==> config.mk <==
export PLATFORM = sky130hd
export DESIGN_NAME = ftpt_ram
export DESIGN_NICKNAME = d
export VERILOG_FILES = /design/src/sv/ftpt_ram.sv
export SDC_FILE = /design/constraint.sdc
export NUM_CORES = 1
export LEC_CHECK = 0
export BUFFER_PORTS_ARGS = -buffer_cell sky130_fd_sc_hd__buf_2
export CAP_MARGIN = 5
export CORE_ASPECT_RATIO = 0.9
export CORE_UTILIZATION = 42
export CTS_BUF_LIST = sky130_fd_sc_hd__clkbuf_4
export CTS_CLUSTER_DIAMETER = 50
export DETAILED_ROUTE_END_ITERATION = 8
export SYNTH_ARGS = -nofsm -noshare
export SYNTH_HDL_FRONTEND = slang
export SYNTH_SLANG_ARGS = --single-unit
==> constraint.sdc <==
create_clock -name clk -period 2.9 [get_ports clk]
set_clock_uncertainty 0.05 [all_clocks]
set_input_delay 0.58 -clock clk [delete_from_list [all_inputs] [get_ports clk]]
set_output_delay 0.58 -clock clk [all_outputs]
set_load 0.01 [all_outputs]
==> src/sv/ftpt_ram.sv <==
// ----------------------------------------------------------------------------
// ftpt_ram
// Generic single-clock RAM with one write port and one registered read port.
// ----------------------------------------------------------------------------
module ftpt_ram #(
    parameter int WIDTH = 8,
    parameter int DEPTH = 16
) (
    input  logic                     clk,
    input  logic                     we,
    input  logic [$clog2(DEPTH)-1:0] waddr,
    input  logic [WIDTH-1:0]         wdata,
    input  logic [$clog2(DEPTH)-1:0] raddr,
    output logic [WIDTH-1:0]         rdata
);

    logic [WIDTH-1:0] mem [DEPTH];
    logic [WIDTH-1:0] rdata_reg;

    always_ff @(posedge clk)
    begin
        if (we)
        begin
            mem[waddr] <= wdata;
        end
        rdata_reg <= mem[raddr];
    end

    assign rdata = rdata_reg;

endmodule

* Word-level counts from Yosys, hierarchy flattened
Memory sizes are Yosys's and may differ from the RTL's. A register that Yosys moved wholly into a read port is not among the register bits. Index checks and enable logic that the tools add are counted.
Operators by class: muxes and demuxes 2
Operator list (number):
- $mux 1 | 2
Storage, ports and cells: RAM bits 128, memories kept 1, input bits 18, bits in registers 0
Memory list:
- mem | words 16, bits a word 8, rd ports 1, clocked after Yosys merged registers in 1, write ports 1, RTL line 17 | logic [WIDTH-1:0] mem [DEPTH];

* Longest topological paths before layout
Gate-level depths: netlist of the first run.
word-level depth 2, gate-level depth with buffers 5, mapped depth without buffers 3

* Worst setup path before layout of the first run
Ideal clock, no wire load.
kind input port to flip-flop, from in waddr[2], to mem mem[0][0], enable pin, path buffers 0, arrival 1690 ps, library setup time 383 ps, stages on the path 2, path slack 777 ps, data required time 2467 ps, cells stage by stage or3b_2 -> nor3_1
RTL lines:
- start: declaration | RTL line 11 | input logic [$clog2(DEPTH)-1:0] waddr,
- end: declaration | RTL line 17
Straight into the memory's write port.

==> impl_metrics.ini, run 1 <==
[run_status]
status = completed

[cells_and_area]
final_cell_mix = edfxtp_1, buf_2, buf_4
antenna_cells = 0
syn2layout_area_growth_pct = 13.9
drive_above_1_share_pct = 31.8
fillers = 981
largest_reg_flops = 128
final_util_pct = 50.2
nNetsFinal = 301
layout_commonest_cell = edfxtp_1

[power_and_ir_drop]
swShare_pct = 21.0
p_leak_uw = 0.00196
power_frac_clock_pct = 35.8
p_seq_share_pct = 58.8
peakVddDrop_mv = 0.297
power.density_nw_per_um2 = 641
power_switching_uw = 789
internal_power_uw = 2970
comb_power_share_pct = 5.4

[die]
die_area_sq_um = 12700
io_pins = 26
core_sq_um = 11700
start_util_pct = 44.1
num_rows = 37
dieHeight_microns = 107
dieWidth_microns = 119

[min_path]
hold_path_class = input pin to flop

[worst_setup_path]
cp_top_family = buffers and inverters
r2r_end = rdata[6]
cp_slowest_cell = mux4_1
ff2ff_path_depth = 3
cp-startpoint = raddr[0]
critPathMaxStageDelay_ns = 0.58
start_kind = input pin
cp_max_fo = 11
cp-end-kind = flop
crit_type = input pin to flop
r2r_slack_ns = 1.48
crit_chain = buf_2 > buf_4 > mux4_1 > a22oi_1 > nand2_1
crit_path_end = rdata[2]
arrival_ns = 2.08
crit_required_ns = 3.25
r2r_start = mem[10][6]
path_depth = 5
worst-path-buf-inv = 2

[route]
initialDrtViolationCount = 186
ant_nets = 0
via_per_inst = 5.32
vias = 2406
drc = 0
wl_microns = 9850
drt_first_pass_iters = 5
wl_per_cell_microns = 21.8

[yosys]
synth.avg_cell_area_sq_um = 22.5
yosysWarnings = 0
syn_inst = 229
syn_area_sq_um = 5150
synth_seq_cells = 136
synth_seq_area_share_pct = 77.8
synth_nets = 247
synth_cell_types = 19

[clocking]
ctsRootBufferMaster = clkbuf_4
clk_pin_slew_ns = 0.11
cts_hold_buf = 0
cts_setup_buffers = 0
h-tree-depth = 4
cts.sinks = 136
ctsLongestPathBuffers = 2
insertion_delay_ns = 0.50
cts_resized = 0
cts_made_buffers = 17
cts_tree = done

[placed_design]
routabilityCongestion = 0.715
dp.final_hpwl_microns = 6330
port-buffer-count = 25

[global_routing]
grt_antenna_before_repair = 0
globalRouteTotalUtil_pct = 17.1
grt-ovfl-total = 0
first_global_vias = 2487
grt_start_max_net_pins = 18
grt_pass1_wl_microns = 15000

[timing]
setup_tns_ns = 0
slew_headroom_pct = 43.4
drv_slew = 0
setup_viol = 0
finalHoldViolCount = 0
fin_crit_sh_pct = 59.6
period_needed_ns = 1.73
rsz0062_at_grt = false
worstMarginPinSlew_ns = 0.848
clock.fmax_ghz = 0.578
holdWs_ns = 0.401

[run]
maxCapViolations = 0
-- final cells by class --
| class | instances | area (sq um) | share of cell area (%) |
|---|---|---|---|
| Multi-Input combinational cell | 83 | 1060 | 18.0 |
| Tap cell | 156 | 195 | 3.33 |
| Clock buffer | 18 | 135 | 2.31 |
| Timing Repair Buffer | 45 | 288 | 4.91 |
| Clock inverter | 14 | 181 | 3.10 |
| Sequential cell | 136 | 4000 | 68.3 |
-- routing by layer --
| metal | track usage (%) | wire, microns |
|---|---|---|
| met5 | 0 | 0 |
| met4 | 5.61 | 92 |
| met3 | 4.73 | 663 |
| met2 | 24.7 | 4490 |
| met1 | 25.3 | 4610 |
-- synth_stat cells --
| cell | number | area share, % |
|---|---|---|
| or3b_2 | 1 | 0.17 |
| clkdlybuf4s25_2 | 3 | 0.58 |
| mux4_1 | 14 | 7.1 |
| mux4_2 | 18 | 7.9 |
| dfxtp_1 | 8 | 3.1 |
| nor3_1 | 4 | 0.39 |
| nand2b_1 | 2 | 0.24 |
| nor2b_1 | 1 | 0.12 |
| edfxtp_1 | 128 | 75 |
| buf_2 | 3 | 0.29 |
| nand2_1 | 9 | 0.66 |
| a22oi_1 | 16 | 2.3 |
| nand3b_1 | 2 | 0.29 |
| nor2_1 | 13 | 0.95 |
| nand3_1 | 1 | 0.097 |
| buf_6 | 3 | 0.66 |
| buf_4 | 1 | 0.15 |
| and2b_1 | 1 | 0.15 |
| and2_1 | 1 | 0.12 |
-- through the flow --
stage                     std cells  area [sq um]  setup slack [ns]  power [uW]
after global routing            452          5860              1.12        3880
after floorplan                 229          5150             0.777        2370
final                           452          5860              1.17        3750
after global placement          420          5540             0.635        2460
after detailed placement        420          5540             0.617        2460
after CTS                       452          5860              1.18        3780
-- kinds of logic (layout without fill, tap and decap cells) --
logic type      Yosys count  in the layout  share of synthesized area (%)
simple gates             35             35                           3.18
flops                   136            136                           77.8
mux                      32             32                           15.0
compound gates           16             16                           2.33
buf+inv                  10             77                           1.68
-- worst min path at each step --
| stage | from | endpoint | slack [ns] | cells past startpoint |
|---|---|---|---|---|
| detailed placement | mem[14][3] | rdata[3] | 0.61 | 3 |
| global placement | mem[15][3] | rdata[3] | 0.61 | 3 |
| floorplan | mem[7][0] | rdata[0] | 0.58 | 3 |
| global route | wdata[2] | mem[8][2] | 0.37 | 1 |
| CTS | wdata[2] | mem[6][2] | 0.37 | 1 |
| finish | wdata[2] | mem[4][2] | 0.40 | 1 |
-- power groups by stage --
stage,Sequential [uW],Clock [uW],Combinational (uW)
final,2210,1340,204
after global routing,2210,1440,223
after CTS,2210,1370,209
after detailed placement,2250,0,209
after global placement,2250,0,205
after floorplan,2250,0,112
(Power assumes the default switching activity.)
==> run 2, diff against run 1 <==
Clock period 2.9 ns to 1.46 ns, I/O delays scaled along.
==> impl_metrics.ini, run 2 (synthesized netlist as in run 1, its figures left out) <==
[worst_setup_path]
cp_slowest_cell = dfxtp_1
cp_max_fo = 1
arrival_ns = 1.04
worst-path-buf-inv = 1
start_kind = flop
crit_chain = buf_2
crit_type = flop to output pin
crit_required_ns = 1.12
cp-end-kind = output pin
cp_top_family = flip-flops
critPathMaxStageDelay_ns = 0.38

[timing]
period_needed_ns = 1.38
clock.fmax_ghz = 0.723
worstMarginPinSlew_ns = 0.800
drv_slew = 0
setup_viol = 0
holdWs_ns = 0.0965
slew_headroom_pct = 46.6
finalHoldViolCount = 0
fin_crit_sh_pct = 94.8
rsz0062_at_grt = false

[clocking]
cts.sinks = 136
cts_made_buffers = 17
h-tree-depth = 4
insertion_delay_ns = 0.53
cts_tree = done
clk_pin_slew_ns = 0.12
ctsLongestPathBuffers = 2
cts_setup_buffers = 0
ctsRootBufferMaster = clkbuf_4

[die]
core_sq_um = 11700
dieHeight_microns = 107
start_util_pct = 44.1
die_area_sq_um = 12700
num_rows = 37
dieWidth_microns = 119
io_pins = 26

[route]
drt_first_pass_iters = 4
vias = 2388
initialDrtViolationCount = 125
ant_nets = 0
drc = 0
wl_microns = 9720
via_per_inst = 5.24
wl_per_cell_microns = 21.3

[cells_and_area]
final_cell_mix = edfxtp_1, buf_2, mux4_2, clkbuf_4, buf_4
syn2layout_area_growth_pct = 17.5
drive_above_1_share_pct = 36.3
largest_reg_flops = 128
fillers = 956
nNetsFinal = 305
final_cells = 456
layout_commonest_cell = edfxtp_1
antenna_cells = 0

[power_and_ir_drop]
p_leak_uw = 0.00204
peakVddDrop_mv = 0.775
power.density_nw_per_um2 = 1270
power.total_uw = 7680

[global_routing]
first_global_vias = 2434
grt_antenna_before_repair = 0
grt_start_max_net_pins = 17
grt-ovfl-total = 0
globalRouteTotalUtil_pct = 17.2
grt_pass1_wl_microns = 15000

[placed_design]
routabilityCongestion = 0.719
place_inst = 424
port-buffer-count = 25
dp.final_hpwl_microns = 6320

[run]
maxCapViolations = 0

[min_path]
hold_path_class = input pin to flop

[run_status]
status = completed
run 2: timing repair:
item / CTS / global route
setup endpoints to repair: 0 / 4
resized for setup: 0 / 4
hold buffers: 0 / 0
run 2: metrics by stage:
stage,setup WS [ns],util [%],TNS (ns),cell area (sq um)
after floorplan,-0.0185,-,-0.109,5190
after global placement,-0.277,48.8,-3.18,5690
after detailed placement,-0.313,48.8,-3.87,5690
after CTS,0.0171,51.7,0,6030
after global routing,0.0110,51.9,0,6050
final,0.0766,51.9,0,6050
run 2: cell type report:
class	instances	area (sq um)	share of cell area, %
timing repair buffer	49	405	6.70
clock buffer	18	135	2.23
tap	156	195	3.23
clock inverter	14	206	3.41
multi-input combinational	83	1100	18.2
sequential	136	4010	66.2
run 2: power by group:
group | leakage [uW] | total [uW] | internal [uW] | switching, uW
sequential | 0.00122 | 4390 | 4360 | 28.0
clock | 0.000179 | 2850 | 1540 | 1320
combinational | 0.000633 | 444 | 200 | 244
total | 0.00204 | 7680 | 6090 | 1590
run 2: layer usage:
| layer | routed length (microns) | vias up | GRT usage, % |
|---|---|---|---|
| met5 | 0 | - | 0 |
| met4 | 107 | 0 | 5.42 |
| met3 | 539 | 12 | 5.64 |
| met2 | 4540 | 72 | 25.6 |
| met1 | 4530 | 1209 | 24.2 |
| li1 | - | 1095 | - |
run 2: final timing paths:
check | start | to | slack [ns] | cells after the start
hold / removal | wdata[1] | mem[2][1] | 0.1 | 1
hold reg to reg | mem[4][2] | rdata[2] | 0.62 | 3
setup reg to reg | mem[1][3] | rdata[3] | 0.08 | 3
setup / recovery | rdata[7] | rdata[7] | 0.08 | 1
==> run 3, diff against run 2 <==
Settings changed: ABC_AREA set to 1.
==> impl_metrics.ini, run 3 <==
[run_status]
status = complete, but fails checks
violations = design-rule violations

[run]
maxCapViolations = 0

[power_and_ir_drop]
power.total_uw = 7450
p_leak_uw = 0.00285
power.density_nw_per_um2 = 1140
peakVddDrop_mv = 0.581

[worst_setup_path]
cp_slowest_cell = dfxtp_1
r2r_slack_ns = 0.39
worst-path-buf-inv = 1
cp-end-kind = output pin
crit_chain = buf_2
arrival_ns = 1.03
cp_max_fo = 1
crit_required_ns = 1.12
cp_top_family = flip-flops
start_kind = flop
critPathMaxStageDelay_ns = 0.37
crit_type = flop to output pin

[route]
drt_first_pass_iters = 9
via_per_inst = 4.84
drc = 2
initialDrtViolationCount = 315
ant_nets = 0
vias = 3783
wl_microns = 12600
wl_per_cell_microns = 16.2

[yosys]
synthMuxAreaShare_pct = 0
synth_area_leaders = edfxtp_1, nand2_1, nand3_1
syn_inst = 551
synth_xor_area_share_pct = 0
synth-main-ff-cell = edfxtp_1
synth_seq_cells = 136
synth_top_cell_by_area = edfxtp_1
synth_compound_area_share_pct = 0
synth_top_cell_area_share_pct = 66.7
synth_cell_types = 12
synth-async-reset-ratio_pct = 0
yosysWarnings = 0
synth-simple-area-share_pct = 21.0
synth_top_family_by_area = simple AND/OR/NAND/NOR gates
synth-edff-count = 128
synth_seq_area_share_pct = 69.4
syn_area_sq_um = 5770
synthAdderAreaFrac_pct = 0
synth_most_common_cell = nand2_1
synth.avg_cell_area_sq_um = 10.5
synth_nets = 569
synth_common_cells = nand2_1, edfxtp_1, inv_1

[placed_design]
port-buffer-count = 25
routabilityCongestion = 0.798
dp.final_hpwl_microns = 8080
place_ws_ns = 0.0236

[global_routing]
grt_start_max_net_pins = 29
first_global_vias = 3567
grt_pass1_wl_microns = 19900
grt-ovfl-total = 0
grt_antenna_before_repair = 1
globalRouteTotalUtil_pct = 19.6

[clocking]
h-tree-depth = 4
cts_resized = 0
cts.sinks = 136
cts_made_buffers = 17
ctsRootBufferMaster = clkbuf_4
cts_tree = done
insertion_delay_ns = 0.53
clk_pin_slew_ns = 0.10
cts_setup_buffers = 0
cts_hold_buf = 0
ctsLongestPathBuffers = 2

[timing]
rsz0062_at_grt = false
finalHoldViolCount = 0
slew_headroom_pct = 75.1
drv_slew = 0
period_needed_ns = 1.38
layout_setup_ws_ns = 0.0847
setup_tns_ns = 0
fin_crit_sh_pct = 94.2
clock.fmax_ghz = 0.727
worstMarginPinSlew_ns = 0.374
setup_viol = 0

[die]
num_rows = 40
core_sq_um = 13400
dieWidth_microns = 126
io_pins = 26
start_util_pct = 43.2
die_area_sq_um = 14200
dieHeight_microns = 113

[min_path]
hold_path_class = input pin to flop

[cells_and_area]
layout_commonest_cell = nand2_1
drive_above_1_share_pct = 13.9
syn2layout_area_growth_pct = 12.9
final_util_pct = 48.7
final_cell_mix = nand2_1, edfxtp_1, inv_1
fillers = 1208
nNetsFinal = 617
largest_reg_flops = 128
-- run 3: cell types whose count changed after synthesis, moves of 3 or more --
| cell | change |
|---|---|
| clkdlybuf4s25_2 | -3 |
| buf_4 | +3 |
| nand2_1 | +164 |
| mux4_2 | -18 |
| a22oi_1 | -16 |
| mux4_1 | -14 |
| nor3_1 | -4 |
| nand3_1 | +96 |
| buf_2 | +10 |
| inv_1 | +100 |
| buf_6 | +3 |
| nor2_1 | +4 |
-- run 3: final timing paths --
path	cells after the start	start	endpoint
min	3	raddr[3]	rdata[1]
min reg2reg	6	mem[6][7]	rdata[7]
max reg2reg	6	mem[9][2]	rdata[2]
max	1	rdata[1]	rdata[1]
-- run 3: where the power goes --
part	leakage, uW	switching (uW)	total (uW)	internal [uW]
Combinational	0.00146	383	570	187
Clock	0.000163	1250	2490	1240
Sequential	0.00122	26.8	4380	4360
Total	0.00285	1660	7450	5780
-- run 3: area by class of cell --
cell class | instances | area [sq um] | share of cell area (%)
multi-input combinational | 289 | 1210 | 18.6
antenna | 1 | 2.50 | 0.0384
clock buffer | 21 | 158 | 2.42
tap | 168 | 210 | 3.23
timing repair buffer | 53 | 410 | 6.30
clock inverter | 11 | 130 | 2.00
sequential | 136 | 4010 | 61.5
inverter | 102 | 383 | 5.88
-- run 3: logic make-up (layout without fill, tap and decap cells) --
kind of cell           after synthesis  in the layout
and+or+nand+nor                    289            289
buffers and inverters              126            187
DFF                                136            136
other                                0              1
-- run 3: per-layer routing --
layer / share of wire [%] / vias up / track usage [%]
met5: 0 / - / 0
met2: 45 / 95 / 29.4
li1: - / 1872 / -
met3: 6.8 / 13 / 5.96
met4: 1.3 / 0 / 7.48
met1: 46 / 1803 / 26.7
-- run 3: through the flow --
stage / instance area (sq um) / hold WS [ns] / std cells
2_1_floorplan: 5770 / 0.341 / 551
4_1_cts: 6510 / 0.0209 / 780
5_1_grt: 6510 / 0.0370 / 781
3_3_place_gp: 6220 / 0.610 / 748
6_report: 6510 / 0.0687 / 781
3_5_place_dp: 6220 / 0.609 / 748
-- run 3: worst reg2reg max path, stage by stage (launching register included) --
cell	delay [ns]
edfxtp_1	0.38
inv_1	0.06
nand2_1	0.05
nand3_1	0.08
nand3_1	0.10
nand3_1	0.15
nand2_1	0.09
