[src/sv/ftpt_pkg.sv]
// ----------------------------------------------------------------------------
// ftpt_pkg
// Sizes, codes and shared types of the first-touch page translator.
// ----------------------------------------------------------------------------
package ftpt_pkg;

    localparam int CONTEXTS_LOG2  = 2;
    localparam int ENTRIES_LOG2   = 8;
    localparam int PHYS_ADDR_BITS = 48;

    localparam int CTX_W     = (CONTEXTS_LOG2 > 0) ? CONTEXTS_LOG2 : 1;
    localparam int NUM_CTX   = 1 << CONTEXTS_LOG2;
    localparam int ADDR_W    = CONTEXTS_LOG2 + ENTRIES_LOG2;
    localparam int DEPTH     = 1 << ADDR_W;
    localparam int VPN_W     = 63;
    localparam int STRIDE_W  = 48;
    localparam int OFF_W     = STRIDE_W + CTX_W;
    localparam int TOP_SHIFT = PHYS_ADDR_BITS - CONTEXTS_LOG2;
    localparam int LG_W      = 5;
    localparam int CFG_IDX_W = 3;

    localparam logic [ENTRIES_LOG2-1:0] MAX_PAGES = '1;

    localparam logic [CFG_IDX_W-1:0] REG_PAGE_SIZE_LOG2 = 3'd0;
    localparam logic [CFG_IDX_W-1:0] REG_BASE_ADDRESS   = 3'd1;
    localparam logic [CFG_IDX_W-1:0] REG_CONTEXT_STRIDE = 3'd2;
    localparam logic [CFG_IDX_W-1:0] REG_SHARE_INSTR    = 3'd3;
    localparam logic [CFG_IDX_W-1:0] REG_SHARE_DATA     = 3'd4;

    localparam logic CMD_INSTR = 1'b0;
    localparam logic CMD_DATA  = 1'b1;

    localparam logic [1:0] ST_HIT   = 2'd0;
    localparam logic [1:0] ST_ALLOC = 2'd1;
    localparam logic [1:0] ST_FULL  = 2'd2;

    typedef enum logic [2:0] {
        S_IDLE,
        S_SCAN,
        S_UPDATE,
        S_COMPOSE,
        S_OUT
    } state_t;

    // Request from the controller to the address composer.
    typedef struct packed {
        logic                    start;
        logic [CTX_W-1:0]        ctx;
        logic [ENTRIES_LOG2-1:0] idx;
        logic [63:0]             in_page;
        logic [LG_W-1:0]         lg;
    } compose_req_t;

    function automatic logic [ADDR_W-1:0] mem_addr(input logic [CTX_W-1:0] ctx,
                                                   input logic [ENTRIES_LOG2-1:0] idx);
        logic [ADDR_W-1:0] c;
        c = (CONTEXTS_LOG2 > 0) ? ADDR_W'(ctx) : '0;
        return (c << ENTRIES_LOG2) | ADDR_W'(idx);
    endfunction

endpackage

[src/sv/ftpt_compose.sv]
// ----------------------------------------------------------------------------
// ftpt_compose
// Three-stage pipeline that builds the physical address from the entry index,
// the context offset, the in-page offset, the context top bits and the base.
// ----------------------------------------------------------------------------
module ftpt_compose
    import ftpt_pkg::*;
(
    input  logic                clk,
    input  logic                rst_n,
    input  compose_req_t        req,
    input  logic [STRIDE_W-1:0] stride,
    input  logic [63:0]         base,
    output logic                done,
    output logic [63:0]         pa
);

    logic                    v1_reg, v2_reg, v3_reg;
    logic [OFF_W-1:0]        off_reg;
    logic [ENTRIES_LOG2-1:0] idx_reg;
    logic [63:0]             in_page_reg;
    logic [CTX_W-1:0]        ctx_reg;
    logic [LG_W-1:0]         lg_reg;
    logic [63:0]             sh_reg;
    logic [63:0]             pa_reg;

    logic [OFF_W-1:0] off_next;
    logic [63:0]      page;
    logic [63:0]      ctx_top;

    // Context times stride as a sum of shifted strides.
    always_comb
    begin
        off_next = '0;
        for (int b = 0; b < CTX_W; b++)
        begin
            if (req.ctx[b])
            begin
                off_next = off_next + (OFF_W'(stride) << b);
            end
        end
    end

    assign page    = 64'(off_reg) + 64'(idx_reg);
    assign ctx_top = (CONTEXTS_LOG2 > 0) ? (64'(ctx_reg) << TOP_SHIFT) : '0;

    always_ff @(posedge clk or negedge rst_n)
    begin
        if (!rst_n)
        begin
            v1_reg <= 1'b0;
            v2_reg <= 1'b0;
            v3_reg <= 1'b0;
        end
        else
        begin
            v1_reg <= req.start;
            v2_reg <= v1_reg;
            v3_reg <= v2_reg;
        end
    end

    always_ff @(posedge clk)
    begin
        if (req.start)
        begin
            off_reg     <= off_next;
            idx_reg     <= req.idx;
            in_page_reg <= req.in_page;
            ctx_reg     <= req.ctx;
            lg_reg      <= req.lg;
        end
        if (v1_reg)
        begin
            sh_reg <= (page << lg_reg) | in_page_reg | ctx_top;
        end
        if (v2_reg)
        begin
            pa_reg <= sh_reg + base;
        end
    end

    assign done = v3_reg;
    assign pa   = pa_reg;

endmodule

[config.mk]
export PLATFORM = sky130hd
export DESIGN_NAME = ftpt_compose
export DESIGN_NICKNAME = d
export VERILOG_FILES = /design/src/sv/ftpt_pkg.sv /design/src/sv/ftpt_compose.sv
export SDC_FILE = /design/constraint.sdc
export NUM_CORES = 1
export LEC_CHECK = 0
export BUFFER_PORTS_ARGS = -buffer_cell sky130_fd_sc_hd__buf_2
export CAP_MARGIN = 20
export CORE_ASPECT_RATIO = 0.6
export CORE_UTILIZATION = 45
export CTS_CLUSTER_SIZE = 40
export DETAILED_ROUTE_END_ITERATION = 16
export SLEW_MARGIN = 20
export SYNTH_ARGS = -nofsm -noshare
export SYNTH_HDL_FRONTEND = slang
export SYNTH_SLANG_ARGS = --single-unit
[constraint.sdc]
create_clock -name clk -period 10.45 [get_ports clk]
set_input_delay 1.045 -clock clk [delete_from_list [all_inputs] [get_ports clk]]
set_output_delay 1.045 -clock clk [all_outputs]
set_load 0.02 [all_outputs]
=== Yosys cells after proc, flatten, opt, wreduce, memory -nomap -nowiden ===
Cells that the tools add are included.

* Register bits: 260
* Logic and storage cells: 18
* Output and inout port bits: 65

* Muxes and demuxes: 2
* Add/sub/neg operators: 3
* Shift-type cells: 1
* Bitwise gates (word level): 2

{| class="wikitable"
|+ Operators by type and width
! cell !! number
|-
| adder 64 bit || 1
|-
| bitwise OR 64 x 48 -> 64 bit || 1
|-
| bitwise OR 64 bit || 1
|-
| << shifter 51 x 5 -> 64 bit || 1
|-
| adder 50 x 8 -> 51 bit || 1
|-
| adder 48 x 49 -> 50 bit || 1
|-
| 2-to-1 mux 50 bit || 1
|-
| 2-to-1 mux 48 bit || 1
|}

=== Longest topological paths before layout ===
Gate-level depths: netlist of the first run.

* Depth in word-level cells: 4
* Gate-level depth with buffers: 16
* Depth with buffers taken out: 14

=== Worst setup path after synthesis of the first run ===
No wires, ideal clock.

* Kind: in2reg
* From: in req[77] (netlist bit)
* To: reg off_reg[46], data pin
* Arrival: 4.037 ns
* Setup slack: 6.152 ns
* Required time: 10.189 ns
* Stages: 15
* Cell sequence: clkbuf_1 -> clkbuf_1 -> and2_1 -> ha_1 -> o21ai_0 -> o21ai_0 -> o211a_1 -> o311a_1 -> o211ai_1 -> a31oi_1 -> o211ai_1 -> a211oi_1 -> a31o_2 -> or2_2 -> a221o_1

* Cells in the longest elaborated chain, start to end: 3

{| class="wikitable"
|+ Ends and longest elaborated chain
! item !! RTL line !! text
|-
| from (decl) || ftpt_compose.sv:11 || <nowiki>input compose_req_t req,</nowiki>
|-
| 2-to-1 mux 48 bit * || ftpt_compose.sv:37 || <nowiki>if (req.ctx[b])</nowiki>
|-
| adder 48 x 49 -> 50 bit || ftpt_compose.sv:39 || <nowiki>off_next = off_next + (OFF_W'(stride) << b);</nowiki>
|-
| 2-to-1 mux 50 bit * || ftpt_compose.sv:37 ||
|-
| via off_next[46] || ftpt_compose.sv:27 || <nowiki>logic [OFF_W-1:0] off_next;</nowiki>
|-
| to (signal assigned) || ftpt_compose.sv:67 || <nowiki>off_reg <= off_next;</nowiki>
|-
| to (decl) || ftpt_compose.sv:19 || <nowiki>logic [OFF_W-1:0] off_reg;</nowiki>
|}

The timed path passes the listed nets; every way through them passes the cells marked *.
A chain may end at the register's enable or synchronous reset.

=== Final worst setup path of the first run ===
Ends and elaborated chain as after synthesis.

==> qor.csv, run 1 <==
stage;metric;value;unit
clocking;clk_latency;0.56;ns
logic_synthesis;ys_seq_area_frac;0.3795;
sta;finalClockSkew;0.01224;ns
pwr;total_power;3841;µW
clocking;cts_tree;yes;
floorplanning;die_area;46510;µm²
logic_synthesis;synth-compound-area-share;0.2162;
sta;max_freq;0.2066;GHz
floorplanning;io_pins;259;
final_layout;area_growth;12.30;%
route;viasPerCell;6.247;
route;drt_first_pass_iters;6;
sta;hold_viol;0;
grt;grt.total_usage;0.2803;
critical_path;path_class;input pin to flop;
route;avgRoutedWirePerCell;22.75;µm
grt;use_met1;0.4561;
floorplanning;coreArea;44890;µm²
floorplanning;rows;60;
critical_path;worst_setup_path_start_kind;input pin;
route;drc;0;
floorplanning;chipWidth;277.8;µm
sta;max_slew.worst_pin.slew;0.9504;ns
sta;maxSlewHeadroom;0.3664;
grt;antenna_found_initial;4;
placement;place.gp.congestion;1.039;
clocking;clkSlewWorstSetupHoldPaths;0.06;ns
grt;grtUsageMet2;0.3777;
grt;grt_pass1_wl;101.2;mm
min_path;worst_hold_path_type;input pin to asynchronous set/reset pin;
logic_synthesis;syn_inst;2132;
critical_path;r2r_cells;14;
grt;grt-ovfl-total;0;
logic_synthesis;ys_seq_elements;260;
placement;place_inst;2889;
logic_synthesis;synth.top_cell.area_share;0.3759;
floorplanning;die_h;167.5;µm
logic_synthesis;synth.area.top_cells;edfxtp_1, ha_1, a21oi_1;
pwr;clkPwrFrac;0.248;
pwr;switching_share;0.3764;
clocking;cts_setup_buffers;0;
grt;grt_max_degree;89;
sta;period_needed;4.840;ns
clocking;ctsLongestPathBuffers;3;
route;antenna_left;0;
final_layout;instances_no_fill;2939;
sta;grt_setup_unrepaired;false;
clocking;cts_hold_buf;0;
clocking;cts-root-buf;clkbuf_16;
logic_synthesis;netlist_area;20530;µm²
logic_synthesis;synth_top_area_cell;edfxtp_1;
critical_path;startpoint;req[77];
route;drt_iter0_markers;2392;
placement;hpwl;52.03;mm
final_layout;fin_area;23060;µm²
pwr;combinationalPowerShare;0.380;
final_layout;final_net_count;2644;
sta;fin_crit_sh;0.4631;
logic_synthesis;synth_edf_count;257;
logic_synthesis;synth_ff_type;edfxtp_1;
placement;port_buffers;258;
logic_synthesis;synth_xor_area_frac;0.04906;
pwr;power.internal;2395;µW
clocking;cts_sinks;260;
placement;place_area;22200;µm²
logic_synthesis;syn_area_per_cell;9.630;µm²
critical_path;rr_endpoint;sh_reg[53];
critical_path;end_kind;flop;
logic_synthesis;synth_cell_types;109;
critical_path;crit_fanout;49;
floorplanning;start_util;0.4573;
critical_path;cp.required;10.76;ns
route;drt-total-wl;66.85;mm
logic_synthesis;synth_top_family_by_area;compound AO/OA/AOI/OAI gates;
critical_path;worst_ep_arrival_time;5.15;ns
pwr;p_leak;0.009307;µW
critical_path;r2r_slack;5.75;ns
route;routed-via-count;18360;
clocking;cts_buffers;27;
clocking;htree_num_levels;1;
logic_synthesis;synthTopCellsByCount;edfxtp_1, a21oi_1, nand2_1;
grt;use_met3;0.06265;
logic_synthesis;yosysMostFrequentCell;edfxtp_1;
grt;first_global_vias;16550;
critical_path;r2r_start;off_reg[0];
sta;slew_violations;0;
sta;setup_viol;0;
pwr;vdd_ir_drop_max;0.1169;mV
sta;finalSetupTns;0;ns
clocking;cts_resized;0;
job;drv_cap;0;
pwr;p_sw;1446;µW
logic_synthesis;synth.net_count;2447;
grt;grt_busiest_layer;met1;
logic_synthesis;synthAdderAreaFrac;0.07484;
final_layout;drive_gt1_frac;0.1828;
pwr;seqPwrFrac;0.372;
outcome;outcome;finished, final reports clean;
logic_synthesis;async_flop_share;0.01154;
logic_synthesis;ys_warn_count;0;
logic_synthesis;synthMuxAreaShare;0.07222;
logic_synthesis;synth_simple_gate_area_frac;0.1694;
pwr;p_per_area;166.6;nW/µm²
[worst max path at each step]
stage	slack [ns]	to	depth (start not counted)
3_3_place_gp	5.21	off_reg[46]	14
2_1_floorplan	6.15	off_reg[46]	15
5_1_grt	5.25	off_reg[46]	14
4_1_cts	5.72	off_reg[41]	15
6_report	5.61	off_reg[46]	14
3_5_place_dp	5.15	off_reg[46]	14
[through the flow]
stage | utilization | setup slack [ns] | hold slack, ns
finish | 0.5136 | 5.610 | 0.2726
global route | 0.5135 | 5.247 | 0.2583
CTS | 0.5133 | 5.717 | 0.2538
detailed placement | 0.4945 | 5.154 | 0.4327
global placement | 0.4945 | 5.215 | 0.4248
floorplan | - | 6.152 | 0.4737
[power by group through the flow]
| stage | registers, µW | clock network, µW | logic [µW] |
|---|---|---|---|
| 2_1_floorplan | 1500 | 0 | 897 |
| 3_3_place_gp | 1440 | 0 | 1410 |
| 5_1_grt | 1440 | 1010 | 1570 |
| 4_1_cts | 1430 | 974 | 1420 |
| 6_report | 1430 | 953 | 1460 |
| 3_5_place_dp | 1450 | 0 | 1410 |
[cell families after synthesis]
kind of cell             after synthesis
AO/OA/AOI/OAI                        661
XOR/XNOR                             115
buffers and inverters                182
adder cells (fa/ha/maj)              121
flip-flops                           260
multiplexers                         125
AND/OR/NAND/NOR                      668
[area by class of cell]
type / instances / area, µm²
flip-flops and latches: 260 / 7795
well taps: 589 / 737.0
clock buffers: 29 / 683.2
fillers: 4089 / 21840
clock inverters: 18 / 160.2
diodes: 3 / 7.507
inverters: 71 / 266.5
repair buffers: 279 / 1451
multi-input cells: 1690 / 11960
[metal layers]
| metal | vias up | part of all wire |
|---|---|---|
| met1 | 8841 | 0.49 |
| met5 | - | 0.00012 |
| li1 | 8590 | - |
| met2 | 873 | 0.39 |
| met4 | 2 | 0.0082 |
| met3 | 55 | 0.11 |
[worst max-delay path, stage by stage]
cell	delay, ns
buf_2	0.58
and2_1	0.29
ha_1	0.26
a211oi_1	0.34
o21ai_0	0.16
o211a_1	0.14
o311a_1	0.41
o211ai_1	0.47
a31oi_1	0.24
o211ai_1	0.24
a211oi_1	0.11
a31o_2	0.27
or2_2	0.27
a221o_1	0.31
[cells in the final DEF (no fill, tap or decap), types with 16 or more instances in the layout]
master	instances
xor2_1	36
mux2i_1	60
nor3_1	61
ha_1	118
nand2_1	154
buf_4	22
inv_1	68
nand2b_1	16
a31oi_1	28
and2_1	62
o21a_1	21
edfxtp_1	257
o21bai_1	43
a21o_1	74
mux2_2	50
clkbuf_16	27
nand3_1	59
nor2b_1	21
nor2_1	145
a211oi_1	28
a21oi_1	178
o22ai_1	17
and3_1	26
xnor2_1	79
nand4_1	42
buf_2	257
o21ai_0	88
o211ai_1	31
No activity file was read; power rests on OpenSTA's default activity.
==> inputs of run 2 (changes only) <==
==> constraint.sdc (replaced) <==
create_clock -name clk -period 4.7 [get_ports clk]
set_input_delay 0.47 -clock clk [delete_from_list [all_inputs] [get_ports clk]]
set_output_delay 0.47 -clock clk [all_outputs]
set_load 0.02 [all_outputs]
==> run 2 against run 1 <==
Effect of this change: register-to-register slack got worse by 5.5 ns; sequential cell count unchanged; sequential power increased by 120%; critical path depth increased by 1; global-route usage increased by 0.79 points; via count increased by 1.4%; setup slack got worse by 5.4 ns; first-iteration DRC count increased by 2.0%; combinational power increased by 130%; clock skew increased by 0.0022 ns; clock power increased by 120%.
==> qor.csv, run 2 (synthesized netlist as in run 1, its figures left out) <==
stage;metric;value;unit;change
floorplanning;coreArea;44890;µm²;unchanged
final_layout;multi_input_area;11950;µm²;was 11960 µm²
sta;maxSlewHeadroom;0.3503;;was 0.3664
critical_path;worst_setup_path_start_kind;flop;;was input pin
critical_path;r2r_slack;0.24;ns;was 5.75 ns
critical_path;path_class;flop to flop;;was input pin to flop
final_layout;final_net_count;2684;;was 2644
pwr;p_per_area;369.0;nW/µm²;was 166.6 nW/µm²
grt;grt_max_degree;76;;was 89
clocking;cts_setup_buffers;0;;unchanged
route;drc;0;;unchanged
route;avgRoutedWirePerCell;23.17;µm;was 22.75 µm
clocking;clk_latency;0.56;ns;about the same
grt;first_global_vias;17020;;was 16550
job;drv_cap;0;;unchanged
sta;finalSetupTns;0;ns;unchanged
critical_path;crit_family;compound AO/OA/AOI/OAI gates;;unchanged
placement;hpwl;54.23;mm;was 52.03 mm
critical_path;worst_ep_arrival_time;4.89;ns;was 5.15 ns
final_layout;num-fill-cells;4102;;was 4089
final_layout;regArea;7795;µm²;unchanged
critical_path;path_cells;ha_1 > fa_1 > a21o_1 > a21oi_1 > o21ai_1 > a21o_1 > nand3_1 > buf_4 > xor2_1 > mux2i_1 > o22ai_1 > a211oi_1 > mux2i_1 > a221oi_1 > buf_4;;was buf_2 > and2_1 > ha_1 > a211oi_1 > o21ai_0 > o211a_1 > o311a_1 > o211ai_1 > a31oi_1 > o211ai_1 > a211oi_1 > a31o_2 > or2_2 > a221o_1
grt;grt-ovfl-total;0;;unchanged
route;routed-via-count;18630;;was 18360
final_layout;layout_common_cells;edfxtp_1, buf_2, a21oi_1;;unchanged
sta;slew_violations;0;;unchanged
grt;grt.total_usage;0.2882;;was 0.2803
floorplanning;rows;60;;unchanged
clocking;htree_num_levels;1;;unchanged
placement;place.gp.congestion;1.012;;was 1.039
floorplanning;die_area;46510;µm²;unchanged
sta;period_needed;4.461;ns;
final_layout;area_growth;13.83;%;was 12.30%
route;drt_iter0_markers;2440;;was 2392
critical_path;end_kind;flop;;unchanged
sta;finalClockSkew;0.01444;ns;was 0.01224 ns
clocking;cts_buffers;27;;unchanged
pwr;p_leak;0.009512;µW;was 0.009307 µW
sta;max_slew.worst_pin.slew;0.9745;ns;was 0.9504 ns
final_layout;drive_gt1_frac;0.1942;;was 0.1828
critical_path;max_stage_delay;0.45;ns;was 0.58 ns
critical_path;critPathBufInv;2;;was 1
clocking;ctsLongestPathBuffers;3;;unchanged
grt;grt_pass1_wl;103.9;mm;was 101.2 mm
sta;grt_setup_unrepaired;false;;unchanged
final_layout;final_util;0.5206;;was 0.5136
clocking;clkSlewWorstSetupHoldPaths;0.07;ns;was 0.06 ns
critical_path;crit_fanout;14;;was 49
clocking;cts_tree;yes;;unchanged
sta;max_freq;0.2242;GHz;
floorplanning;chipWidth;277.8;µm;unchanged
route;viasPerCell;6.250;;was 6.247
sta;setup_viol;0;;unchanged
placement;port_buffers;258;;unchanged
clocking;cts-root-buf;clkbuf_16;;unchanged
floorplanning;die_h;167.5;µm;unchanged
critical_path;cpMaxStageDelayCell;a211oi_1;;was buf_2
sta;hold_viol;0;;unchanged
outcome;outcome;finished, final reports clean;;unchanged
floorplanning;io_pins;259;;unchanged
grt;antenna_found_initial;2;;was 4
min_path;worst_hold_path_type;input pin to flop;;was input pin to asynchronous set/reset pin
pwr;vdd_ir_drop_max;0.2497;mV;was 0.1169 mV
floorplanning;start_util;0.4573;;unchanged
clocking;cts_sinks;260;;unchanged
route;drt_first_pass_iters;6;;unchanged
route;antenna_left;0;;unchanged
route;drt-total-wl;69.03;mm;was 66.85 mm
critical_path;cp.required;5.13;ns;was 10.76 ns
sta;fin_crit_sh;0.9491;;
run 2: changes by cell type in the layout (fill, tap and decap cells not counted), moves of 2 or more:
cell and change:
buf_4 +37, clkinvlp_4 -4, clkbuf_1 +2, clkinv_1 +4, clkinv_4 +2, buf_12 +2, inv_6 -2
run 2: power breakdown:
part | internal, µW | switching, µW
Clock | 1160 | 939
Combinational | 1230 | 2090
Sequential | 2990 | 212
run 2: cell type report:
cell class                      instances  share of cell area
Timing Repair Buffer                  319             0.07613
Tap cell                              589             0.03153
Clock inverter                         18            0.006211
Multi-Input combinational cell       1690              0.5114
Clock buffer                           31             0.02955
Antenna cell                            2           0.0002142
Sequential cell                       260              0.3335
Inverter                               71             0.01140
run 2: worst paths after layout:
path                         endpoint  depth (start not counted)      startpoint
setup / recovery           sh_reg[51]                         15      off_reg[0]
hold reg to reg             sh_reg[1]                          1  in_page_reg[1]
max in group asynchronous      v2_reg                          2           rst_n
min in group asynchronous      v1_reg                          2           rst_n
hold / removal              lg_reg[3]                          1          req[3]
setup reg to reg           sh_reg[51]                         15      off_reg[0]
run 2: per-stage QoR:
| stage | hold WS [ns] | instance area [µm²] | cells | worst slack, ns | power [µW] |
|---|---|---|---|---|---|
| CTS | 0.06628 | 23360 | 2978 | 0.3281 | 8555 |
| finish | 0.08346 | 23370 | 2980 | 0.2392 | 8624 |
| detailed placement | 0.2751 | 22510 | 2928 | 0.2804 | 6451 |
| global placement | 0.2694 | 22510 | 2928 | 0.3752 | 6430 |
| global route | 0.06656 | 23370 | 2979 | 0.01459 | 9004 |
| floorplan | 0.1744 | 20530 | 2132 | 0.9773 | 5326 |
run 2: layer usage:
layer	up-vias	GRT usage	wire, µm
met5	-	0	0
met3	59	0.07269	7788
li1	8648	-	-
met2	948	0.3811	26860
met4	0	0.03627	693
met1	8970	0.4689	33690
run 2: repair_timing:
item | in CTS | in global routing
gates resized for setup | 0 | 1
hold buffers | 1 | 0
endpoints found under the setup margin | 0 | 1
endpoints found under the hold margin | 3 | 0
run 2: worst reg2reg max path: stages, from the launching register on:
cell      delay (ns)
edfxtp_1        0.37
ha_1            0.23
fa_1            0.42
a21o_1          0.18
a21oi_1         0.28
o21ai_1         0.18
a21o_1          0.42
nand3_1         0.26
buf_4           0.15
xor2_1          0.07
mux2i_1         0.29
o22ai_1         0.18
a211oi_1        0.45
mux2i_1         0.24
a221oi_1        0.44
buf_4           0.18
